`src/hw/rtl/atrl_pkg.sv`:
```
// Shared constants and types for the adaptive transfer rate limiter.
`default_nettype none

package atrl_pkg;

    localparam int AMOUNT_WIDTH = 20;
    localparam int TIME_WIDTH   = 48;
    localparam int ACC_WIDTH    = AMOUNT_WIDTH + 1;
    localparam int RATE_WIDTH   = 32;
    localparam int USEC_WIDTH   = 20;
    localparam int PROD_WIDTH   = ACC_WIDTH + USEC_WIDTH;
    localparam int WAIT_WIDTH   = 41;
    localparam int THR_WIDTH    = 16;
    localparam int DIV_CNT_W    = $clog2(PROD_WIDTH + 1);

    localparam int IN_TDATA_W   = ((AMOUNT_WIDTH + TIME_WIDTH + 7) / 8) * 8;
    localparam int OUT_TDATA_W  = ((WAIT_WIDTH + THR_WIDTH + 7) / 8) * 8;
    localparam int OUT_PAD_W    = OUT_TDATA_W - WAIT_WIDTH - THR_WIDTH;

    localparam logic [USEC_WIDTH-1:0] USEC_PER_SEC   = USEC_WIDTH'(1000000);
    localparam logic [WAIT_WIDTH-1:0] LONG_STALL_US  = WAIT_WIDTH'(1000000);
    localparam logic [WAIT_WIDTH-1:0] SHORT_STALL_US = WAIT_WIDTH'(100);
    localparam logic [THR_WIDTH-1:0]  THRESH_RESET   = THR_WIDTH'(16384);
    localparam logic [THR_WIDTH-1:0]  THRESH_FLOOR   = THR_WIDTH'(2048);
    localparam logic [THR_WIDTH:0]    THRESH_CEIL    = (THR_WIDTH + 1)'(32768);

    typedef struct packed {
        logic [WAIT_WIDTH-1:0] wait_us;
        logic                  window_closed;
        logic [THR_WIDTH-1:0]  threshold_now;
    } t_result;

endpackage

`default_nettype wire

```
`src/hw/rtl/adaptive_transfer_rate_limiter.sv`:
```
// Adaptive transfer rate limiter: rate register, control core and output register.
//
// Usage:
//   Input stream (s_axis): one transfer event per transfer, tdata carries the
//   byte amount and the current microsecond time. Output stream (m_axis): one
//   result per event, tdata carries the stall in microseconds and the current
//   byte threshold, tuser flags that the window was evaluated and restarted.
//   The rate register is written through i_cfg_we/i_cfg_wdata; the user must
//   write it only while idle, the block does not enforce this. A rate of zero disables limiting.
//   Events that do not close a window pass through the evaluate state and the
//   pending result register to the output register. Events that close a window
//   also pass through the multiply state and the 41-step bit-serial divider
//   that computes the ideal time. One event is in work at a time; the next is
//   taken as soon as the result has moved to the output register.
//   Reset clears the rate, the window, the accumulator and sets the threshold
//   to 16384. When the receiver stalls, the result holds in the output
//   register and one further result may wait inside the core.
`default_nettype none

module adaptive_transfer_rate_limiter
    import atrl_pkg::*;
(
    input  wire logic                   i_clk,
    input  wire logic                   i_rst_n,
    input  wire logic                   i_cfg_we,
    input  wire logic [RATE_WIDTH-1:0]  i_cfg_wdata,
    input  wire logic                   s_axis_tvalid,
    output logic                        s_axis_tready,
    // amount [19:0], now_us [67:20], zero fill above
    input  wire logic [IN_TDATA_W-1:0]  s_axis_tdata,
    output logic                        m_axis_tvalid,
    input  wire logic                   m_axis_tready,
    // wait_us [40:0], threshold_now [56:41], zero fill above
    output logic [OUT_TDATA_W-1:0]      m_axis_tdata,
    // window_closed [0]
    output logic                        m_axis_tuser
);

    logic [RATE_WIDTH-1:0] r_rate;
    logic                  r_out_valid;
    t_result               r_out;

    logic                  res_valid;
    logic                  res_ready;
    t_result               res;

    always_ff @(posedge i_clk) begin
        if (!i_rst_n) begin
            r_rate <= '0;
        end else if (i_cfg_we) begin
            r_rate <= i_cfg_wdata;
        end
    end

    atrl_ctrl u_ctrl (
        .i_clk       (i_clk),
        .i_rst_n     (i_rst_n),
        .i_in_valid  (s_axis_tvalid),
        .o_in_ready  (s_axis_tready),
        .i_amount    (s_axis_tdata[AMOUNT_WIDTH-1:0]),
        .i_now       (s_axis_tdata[AMOUNT_WIDTH +: TIME_WIDTH]),
        .i_rate      (r_rate),
        .o_res_valid (res_valid),
        .i_res_ready (res_ready),
        .o_res       (res)
    );

    assign res_ready = !r_out_valid || m_axis_tready;

    always_ff @(posedge i_clk) begin
        if (!i_rst_n) begin
            r_out_valid <= 1'b0;
        end else if (res_valid && res_ready) begin
            r_out_valid <= 1'b1;
        end else if (m_axis_tready) begin
            r_out_valid <= 1'b0;
        end
    end

    always_ff @(posedge i_clk) begin
        if (res_valid && res_ready) begin
            r_out <= res;
        end
    end

    assign m_axis_tvalid = r_out_valid;
    assign m_axis_tdata  = {{OUT_PAD_W{1'b0}}, r_out.threshold_now, r_out.wait_us};
    assign m_axis_tuser  = r_out.window_closed;

endmodule

`default_nettype wire

```
`src/hw/rtl/atrl_div_serial.sv`:
```
// Restoring divider that produces one quotient bit per cycle.
`default_nettype none

module atrl_div_serial
    import atrl_pkg::*;
(
    input  wire logic                  i_clk,
    input  wire logic                  i_rst_n,
    input  wire logic                  i_start,
    input  wire logic [PROD_WIDTH-1:0] i_dividend,
    input  wire logic [RATE_WIDTH-1:0] i_divisor,
    output logic                       o_done,
    output logic [PROD_WIDTH-1:0]      o_quotient
);

    logic                  r_busy;
    logic                  r_done;
    logic [DIV_CNT_W-1:0]  r_cnt;
    logic [PROD_WIDTH-1:0] r_q;
    logic [RATE_WIDTH-1:0] r_rem;
    logic [RATE_WIDTH-1:0] r_div;

    logic [RATE_WIDTH:0]   rem_sh;
    logic [RATE_WIDTH+1:0] diff;
    logic                  q_bit;

    always_comb begin
        rem_sh = {r_rem, r_q[PROD_WIDTH-1]};
        diff   = {1'b0, rem_sh} - {2'b00, r_div};
        q_bit  = ~diff[RATE_WIDTH+1];
    end

    always_ff @(posedge i_clk) begin
        if (!i_rst_n) begin
            r_busy <= 1'b0;
            r_done <= 1'b0;
            r_cnt  <= '0;
        end else begin
            r_done <= 1'b0;
            if (i_start) begin
                r_busy <= 1'b1;
                r_cnt  <= DIV_CNT_W'(PROD_WIDTH);
            end else if (r_busy) begin
                r_cnt <= r_cnt - DIV_CNT_W'(1);
                if (r_cnt == DIV_CNT_W'(1)) begin
                    r_busy <= 1'b0;
                    r_done <= 1'b1;
                end
            end
        end
    end

    // Dividend bits shift out at the top while quotient bits shift in below.
    always_ff @(posedge i_clk) begin
        if (i_start) begin
            r_q   <= i_dividend;
            r_rem <= '0;
            r_div <= i_divisor;
        end else if (r_busy) begin
            r_q   <= {r_q[PROD_WIDTH-2:0], q_bit};
            r_rem <= q_bit ? diff[RATE_WIDTH-1:0] : rem_sh[RATE_WIDTH-1:0];
        end
    end

    assign o_done     = r_done;
    assign o_quotient = r_q;

endmodule

`default_nettype wire

```
`src/hw/rtl/atrl_ctrl.sv`:
```
// Window state and sequencing for one transfer event at a time.
`default_nettype none

module atrl_ctrl
    import atrl_pkg::*;
(
    input  wire logic                    i_clk,
    input  wire logic                    i_rst_n,
    input  wire logic                    i_in_valid,
    output logic                         o_in_ready,
    input  wire logic [AMOUNT_WIDTH-1:0] i_amount,
    input  wire logic [TIME_WIDTH-1:0]   i_now,
    input  wire logic [RATE_WIDTH-1:0]   i_rate,
    output logic                         o_res_valid,
    input  wire logic                    i_res_ready,
    output t_result                      o_res
);

    typedef enum logic [6:0] {
        S_IDLE = 7'b0000001,
        S_EVAL = 7'b0000010,
        S_MUL  = 7'b0000100,
        S_LDIV = 7'b0001000,
        S_DIV  = 7'b0010000,
        S_FIN  = 7'b0100000,
        S_UPD  = 7'b1000000
    } t_state;

    t_state                  r_state, n_state;
    logic                    r_out_pend;
    logic                    r_started;
    logic [TIME_WIDTH-1:0]   r_start_us;
    logic [ACC_WIDTH-1:0]    r_acc;
    logic [THR_WIDTH-1:0]    r_thr;
    logic [AMOUNT_WIDTH-1:0] r_amount;
    logic [TIME_WIDTH-1:0]   r_now;
    logic [TIME_WIDTH-1:0]   r_elapsed;
    logic [PROD_WIDTH-1:0]   r_prod;
    logic [WAIT_WIDTH-1:0]   r_stall;
    t_result                 r_res;

    logic                    div_done;
    logic [PROD_WIDTH-1:0]   div_quot;
    logic [ACC_WIDTH:0]      sum;
    logic [ACC_WIDTH-1:0]    acc_sat;
    logic [TIME_WIDTH-1:0]   elapsed;
    logic [TIME_WIDTH-1:0]   ideal;
    logic [THR_WIDTH-1:0]    thr_half;
    logic [THR_WIDTH:0]      thr_dbl;
    logic [THR_WIDTH-1:0]    thr_next;

    atrl_div_serial u_div (
        .i_clk      (i_clk),
        .i_rst_n    (i_rst_n),
        .i_start    (r_state == S_LDIV),
        .i_dividend (r_prod),
        .i_divisor  (i_rate),
        .o_done     (div_done),
        .o_quotient (div_quot)
    );

    always_comb begin
        sum      = {1'b0, r_acc} + (ACC_WIDTH + 1)'(r_amount);
        acc_sat  = sum[ACC_WIDTH] ? {ACC_WIDTH{1'b1}} : sum[ACC_WIDTH-1:0];
        elapsed  = r_now - r_start_us;
        ideal    = TIME_WIDTH'(div_quot);
        thr_half = r_thr >> 1;
        thr_dbl  = {r_thr, 1'b0};
        thr_next = r_thr;
        if (r_stall >= LONG_STALL_US) begin
            thr_next = (thr_half < THRESH_FLOOR) ? THRESH_FLOOR : thr_half;
        end else if (r_stall != '0 && r_stall < SHORT_STALL_US) begin
            thr_next = (thr_dbl > THRESH_CEIL) ? THRESH_CEIL[THR_WIDTH-1:0]
                                               : thr_dbl[THR_WIDTH-1:0];
        end
    end

    always_comb begin
        n_state = r_state;
        unique case (r_state)
            S_IDLE: begin
                if (i_in_valid && !r_out_pend) begin
                    n_state = S_EVAL;
                end
            end
            S_EVAL: begin
                if (r_amount != '0 && i_rate != '0 && r_started &&
                    acc_sat >= ACC_WIDTH'(r_thr) && elapsed != '0) begin
                    n_state = S_MUL;
                end else begin
                    n_state = S_IDLE;
                end
            end
            S_MUL:  n_state = S_LDIV;
            S_LDIV: n_state = S_DIV;
            S_DIV: begin
                if (div_done) begin
                    n_state = S_FIN;
                end
            end
            S_FIN:  n_state = S_UPD;
            S_UPD:  n_state = S_IDLE;
            default: n_state = S_IDLE;
        endcase
    end

    always_ff @(posedge i_clk) begin
        if (!i_rst_n) begin
            r_state    <= S_IDLE;
            r_out_pend <= 1'b0;
            r_started  <= 1'b0;
            r_start_us <= '0;
            r_acc      <= '0;
            r_thr      <= THRESH_RESET;
        end else begin
            r_state <= n_state;
            if (r_out_pend && i_res_ready) begin
                r_out_pend <= 1'b0;
            end
            unique case (r_state)
                S_EVAL: begin
                    if (r_amount != '0 && i_rate != '0) begin
                        if (!r_started) begin
                            r_started  <= 1'b1;
                            r_start_us <= r_now;
                        end else begin
                            r_acc <= acc_sat;
                        end
                    end
                    if (n_state == S_IDLE) begin
                        r_out_pend <= 1'b1;
                    end
                end
                S_UPD: begin
                    r_thr      <= thr_next;
                    r_acc      <= '0;
                    r_start_us <= r_now + TIME_WIDTH'(r_stall);
                    r_out_pend <= 1'b1;
                end
                default: begin
                end
            endcase
        end
    end

    always_ff @(posedge i_clk) begin
        if (r_state == S_IDLE && i_in_valid && !r_out_pend) begin
            r_amount <= i_amount;
            r_now    <= i_now;
        end
        if (r_state == S_EVAL) begin
            r_elapsed <= elapsed;
            r_res     <= '{wait_us: '0, window_closed: 1'b0, threshold_now: r_thr};
        end
        if (r_state == S_MUL) begin
            r_prod <= PROD_WIDTH'(r_acc) * PROD_WIDTH'(USEC_PER_SEC);
        end
        // Stall is the part of the ideal time not yet covered by elapsed time.
        if (r_state == S_FIN) begin
            r_stall <= (ideal > r_elapsed) ? WAIT_WIDTH'(ideal - r_elapsed) : '0;
        end
        if (r_state == S_UPD) begin
            r_res <= '{wait_us: r_stall, window_closed: 1'b1, threshold_now: thr_next};
        end
    end

    assign o_in_ready  = (r_state == S_IDLE) && !r_out_pend;
    assign o_res_valid = r_out_pend;
    assign o_res       = r_res;

endmodule

`default_nettype wire

```
`config.mk`:
```
export PLATFORM = sky130hd
export DESIGN_NAME = adaptive_transfer_rate_limiter
export DESIGN_NICKNAME = d
export VERILOG_FILES = /design/src/hw/rtl/atrl_pkg.sv /design/src/hw/rtl/adaptive_transfer_rate_limiter.sv /design/src/hw/rtl/atrl_div_serial.sv /design/src/hw/rtl/atrl_ctrl.sv
export SDC_FILE = /design/constraint.sdc
export NUM_CORES = 2
export LEC_CHECK = 0
export ABC_AREA = 0
export BUFFER_PORTS_ARGS = -buffer_cell sky130_fd_sc_hd__buf_2
export CAP_MARGIN = 30
export CELL_PAD_IN_SITES_DETAIL_PLACEMENT = 0
export CELL_PAD_IN_SITES_GLOBAL_PLACEMENT = 2
export CORE_MARGIN = 3
export CORE_UTILIZATION = 41
export DETAILED_ROUTE_END_ITERATION = 16
export PLACE_DENSITY = 0.91
export SLEW_MARGIN = 20
export SYNTH_ARGS = -nofsm -noshare
export SYNTH_HDL_FRONTEND = slang
export SYNTH_SLANG_ARGS = --single-unit
```
`constraint.sdc`:
```
create_clock -name i_clk -period 7.65 [get_ports i_clk]
set_input_delay 0.3825 -clock i_clk [delete_from_list [all_inputs] [get_ports i_clk]]
set_output_delay 0.3825 -clock i_clk [all_outputs]
set_load 0.02 [all_outputs]
```
==> results.yml <==
place:
  place_inst: 4742
  hpwlAfterDp_mm: 70.44
  io_buffers: 164
  gp_congestion: 0.8890
routing:
  drt_wl_total_mm: 95.50
  antenna_left: 0
  via_count: 27020
  drt_iter0_drc: 1920
  wire_per_inst_microns: 19.23
  via_per_inst: 5.443
  dr.pass1.iters: 5
  drc: 0
grt:
  grt_max_degree: 62
  grt_pass1_wl_mm: 148.6
  grt_overflow: 0
  grt_usage: 0.2108
  grt_antenna_before_repair: 3
  first_global_vias: 25840
floorplanning:
  fp.coreArea_sq_um: 84090
  die_width_microns: 298.3
  fp.dieH_microns: 298.3
  row_count: 106
  ioPinCount: 176
  die-area_sq_um: 88970
  initial_core_util: 0.4165
critical_path:
  critical_path_required_ns: 8.01
  regToRegStartpoint: "u_ctrl.r_acc[3]"
  worstPathCellList: "fa_1 -> fa_1 -> fa_1 -> fa_1 -> ha_1 -> inv_1 -> fa_1 -> inv_1 -> ha_1 -> a21o_1 -> a21o_1 -> a211oi_1 -> nor2b_1 -> a311oi_1 -> o21ai_0 -> a211oi_1 -> o21ai_0 -> a21oi_1 -> xnor2_1"
  cpPeakStageDelay_ns: 0.64
  crit_top_cell: "fa_1"
  worstPathMaxFanout: 9
  r2r_cells: 19
  r2r_setup_slack_ns: 1.21
  cp.depth: 19
  cp.arrival_ns: 6.81
  crit_family: "adder cells"
  path_class: "reg2reg"
  start_kind: "flop"
  r2r_end: "u_ctrl.r_prod[40]"
  startpoint: "u_ctrl.r_acc[3]"
  critPathBufInv: 2
  slowest_stage: "dfxtp_1"
  endpoint_kind: "flop"
  crit_end: "u_ctrl.r_prod[40]"
final_layout:
  drive_gt1_frac: 0.08771
  finalNonFillerCells: 4965
  final_util: 0.4812
  num_antenna_cells: 0
  nets: 4291
  synthToLayoutAreaGrowth_pct: 15.53
clocking:
  postCtsSetupRepairBufs: 0
  hold_buffers: 100
  cts_tree: "yes"
  cts.sink_count: 548
  root_buffer: "clkbuf_16"
  htree_levels: 3
  cts_resized: 0
  clock_path_buffers: 3
  clk_latency_ns: 0.63
  clkTransAtPathRegs_ns: 0.06
  numCtsBuffers: 66
timing:
  min_period_ns: 6.444
  finalSetupTns_ns: 0
  fin_crit_sh: 0.8423
  hold_viol: 0
  whs_ns: 0.1555
  fin_skew_ns: 0.03269
  fmaxAchievable_mhz: 155.2
  finalMaxSlewViolations: 0
  rsz0062_at_grt: "no"
  worstMarginPinSlew_ns: 0.9846
  max_slew_margin: 0.3267
  setup_viol: 0
flow_run:
  maxCapViolations: 0
power_and_ir_drop:
  power_mw: 7.539
  cellPowerDensity_nw_per_um2: 186.3
  vdd_drop_max_mv: 0.1484
  p_leak_nw: 17.13
synth:
  syn_avg_cell_area_sq_um: 9.939
  netlist_area_sq_um: 35020
  ys_seq_elements: 548
  async_flop_share: 0
  synth-main-ff-cell: "edfxtp_1"
  ys_warn_count: 0
  synth_cell_types: 87
  synth-edff-count: 380
  synth_cells: 3524
  seq_area_frac_synth: 0.4218
min_path:
  min_path_type: "in2reg"
status:
  status: "complete, no violations"
-- sequential cells by signal, indices dropped and copies added, names as in the netlist --
register,cells
u_ctrl.o_res,58
m_axis_tdata,57
u_ctrl.r_elapsed,48
u_ctrl.r_now,48
u_ctrl.r_start_us,48
u_ctrl.r_stall,41
u_ctrl.u_div.o_quotient,41
u_ctrl.r_prod,35
r_rate,32
u_ctrl.u_div.r_div,32
u_ctrl.u_div.r_rem,32
u_ctrl.r_acc,21
u_ctrl.r_amount,20
u_ctrl.r_thr,16
u_ctrl.r_state,7
u_ctrl.u_div.r_cnt,6
m_axis_tuser,1
m_axis_tvalid,1
u_ctrl.o_res_valid,1
u_ctrl.r_started,1
u_ctrl.u_div.o_done,1
u_ctrl.u_div.r_busy,1
-- stage by stage --
step	area [sq um]	setup WS [ns]
2_1_floorplan	35050	1.814
3_3_place_gp	37090	1.263
3_5_place_dp	37110	1.189
4_1_cts	40430	1.199
5_1_grt	40460	0.8340
6_report	40460	1.206
-- metal layers --
layer	wire, microns	vias up	track usage	part of all wire
li1	-	13340	-	-
met1	44920	12850	0.2994	0.47
met2	42480	692	0.3334	0.44
met3	5585	135	0.03141	0.058
met4	2491	2	0.06205	0.026
met5	13	-	0	0.00014
-- cells in the final DEF, fill, tap and decap left out, drive strengths merged, types with 106 or more instances in the layout --
cell | synthesis | routed
a21o | 106 | 106
nor2 | 305 | 305
o21ai | 170 | 170
nand2 | 327 | 327
ha | 319 | 319
a21oi | 251 | 251
buf | 23 | 197
dfxtp | 168 | 168
edfxtp | 380 | 380
inv | 266 | 269
-- power by group --
group / internal, mW / total, mW / switching, mW
Combinational: 0.365 / 0.879 / 0.514
Sequential: 3.25 / 3.31 / 0.0652
Clock: 2.01 / 3.35 / 1.34
Total: 5.62 / 7.54 / 1.92
-- how the worst min path moves through the flow --
stage / endpoint / startpoint / depth (start not counted) / slack (ns)
2_1_floorplan: m_axis_tdata[0] / u_ctrl.o_res[17] / 0 / 0.40
3_3_place_gp: m_axis_tdata[2] / u_ctrl.o_res[19] / 0 / 0.40
3_5_place_dp: m_axis_tdata[15] / u_ctrl.o_res[32] / 0 / 0.40
4_1_cts: u_ctrl.r_state[1] / s_axis_tvalid / 3 / 0.10
5_1_grt: u_ctrl.r_state[1] / s_axis_tvalid / 3 / 0.19
6_report: u_ctrl.r_state[1] / s_axis_tvalid / 3 / 0.16
-- cells in the mapped netlist, types with 26 or more instances --
cell type | number | share of area
a31oi_1 | 28 | 0.0050
xor2_1 | 70 | 0.018
and2_1 | 65 | 0.012
a21oi_1 | 250 | 0.036
nand4_1 | 37 | 0.0066
nor3_1 | 60 | 0.0086
inv_1 | 266 | 0.029
a211oi_1 | 81 | 0.017
dfxtp_1 | 168 | 0.096
nor2b_1 | 28 | 0.0050
a22oi_1 | 30 | 0.0064
nand2_1 | 327 | 0.035
nor4_1 | 41 | 0.0073
a21o_1 | 106 | 0.023
o21ai_0 | 161 | 0.023
mux2i_1 | 79 | 0.023
o21bai_1 | 26 | 0.0056
nor2_1 | 305 | 0.033
xnor2_1 | 100 | 0.025
edfxtp_1 | 380 | 0.33
nand3_1 | 48 | 0.0069
ha_1 | 319 | 0.11
fa_1 | 85 | 0.049
clkbuf_1 | 93 | 0.010
-- worst min-delay path: cells and delay by family --
family	cells	cell delay [ns]
and+or+nand+nor	2	0.26
buffers and inverters	1	0.08
-- cell families (layout without fill, tap and decap cells) --
family                     count (synthesis)  after routing  share of synthesized area
and+or+nand+nor                         1039           1039                     0.1396
AOI/OAI and AO/OA                        898            898                     0.1680
DFF                                      548            548                     0.4218
adders and majority gates                404            404                     0.1625
buffers and inverters                    383            684                    0.04212
xor gates and xnor gates                 170            170                    0.04251
muxes                                     81             81                    0.02322
other                                      1              7                  0.0001071
-- layout make-up --
| cell class | count | area, sq um |
|---|---|---|
| clock inverters | 34 | 501.7 |
| clock buffers | 87 | 1814 |
| inverters | 266 | 1002 |
| fillers | 7977 | 43620 |
| repair buffers | 297 | 2092 |
| well taps | 1134 | 1419 |
| multi-input cells | 2599 | 18860 |
| flip-flops and latches | 548 | 14780 |
Power figures use the tool's default switching activity.
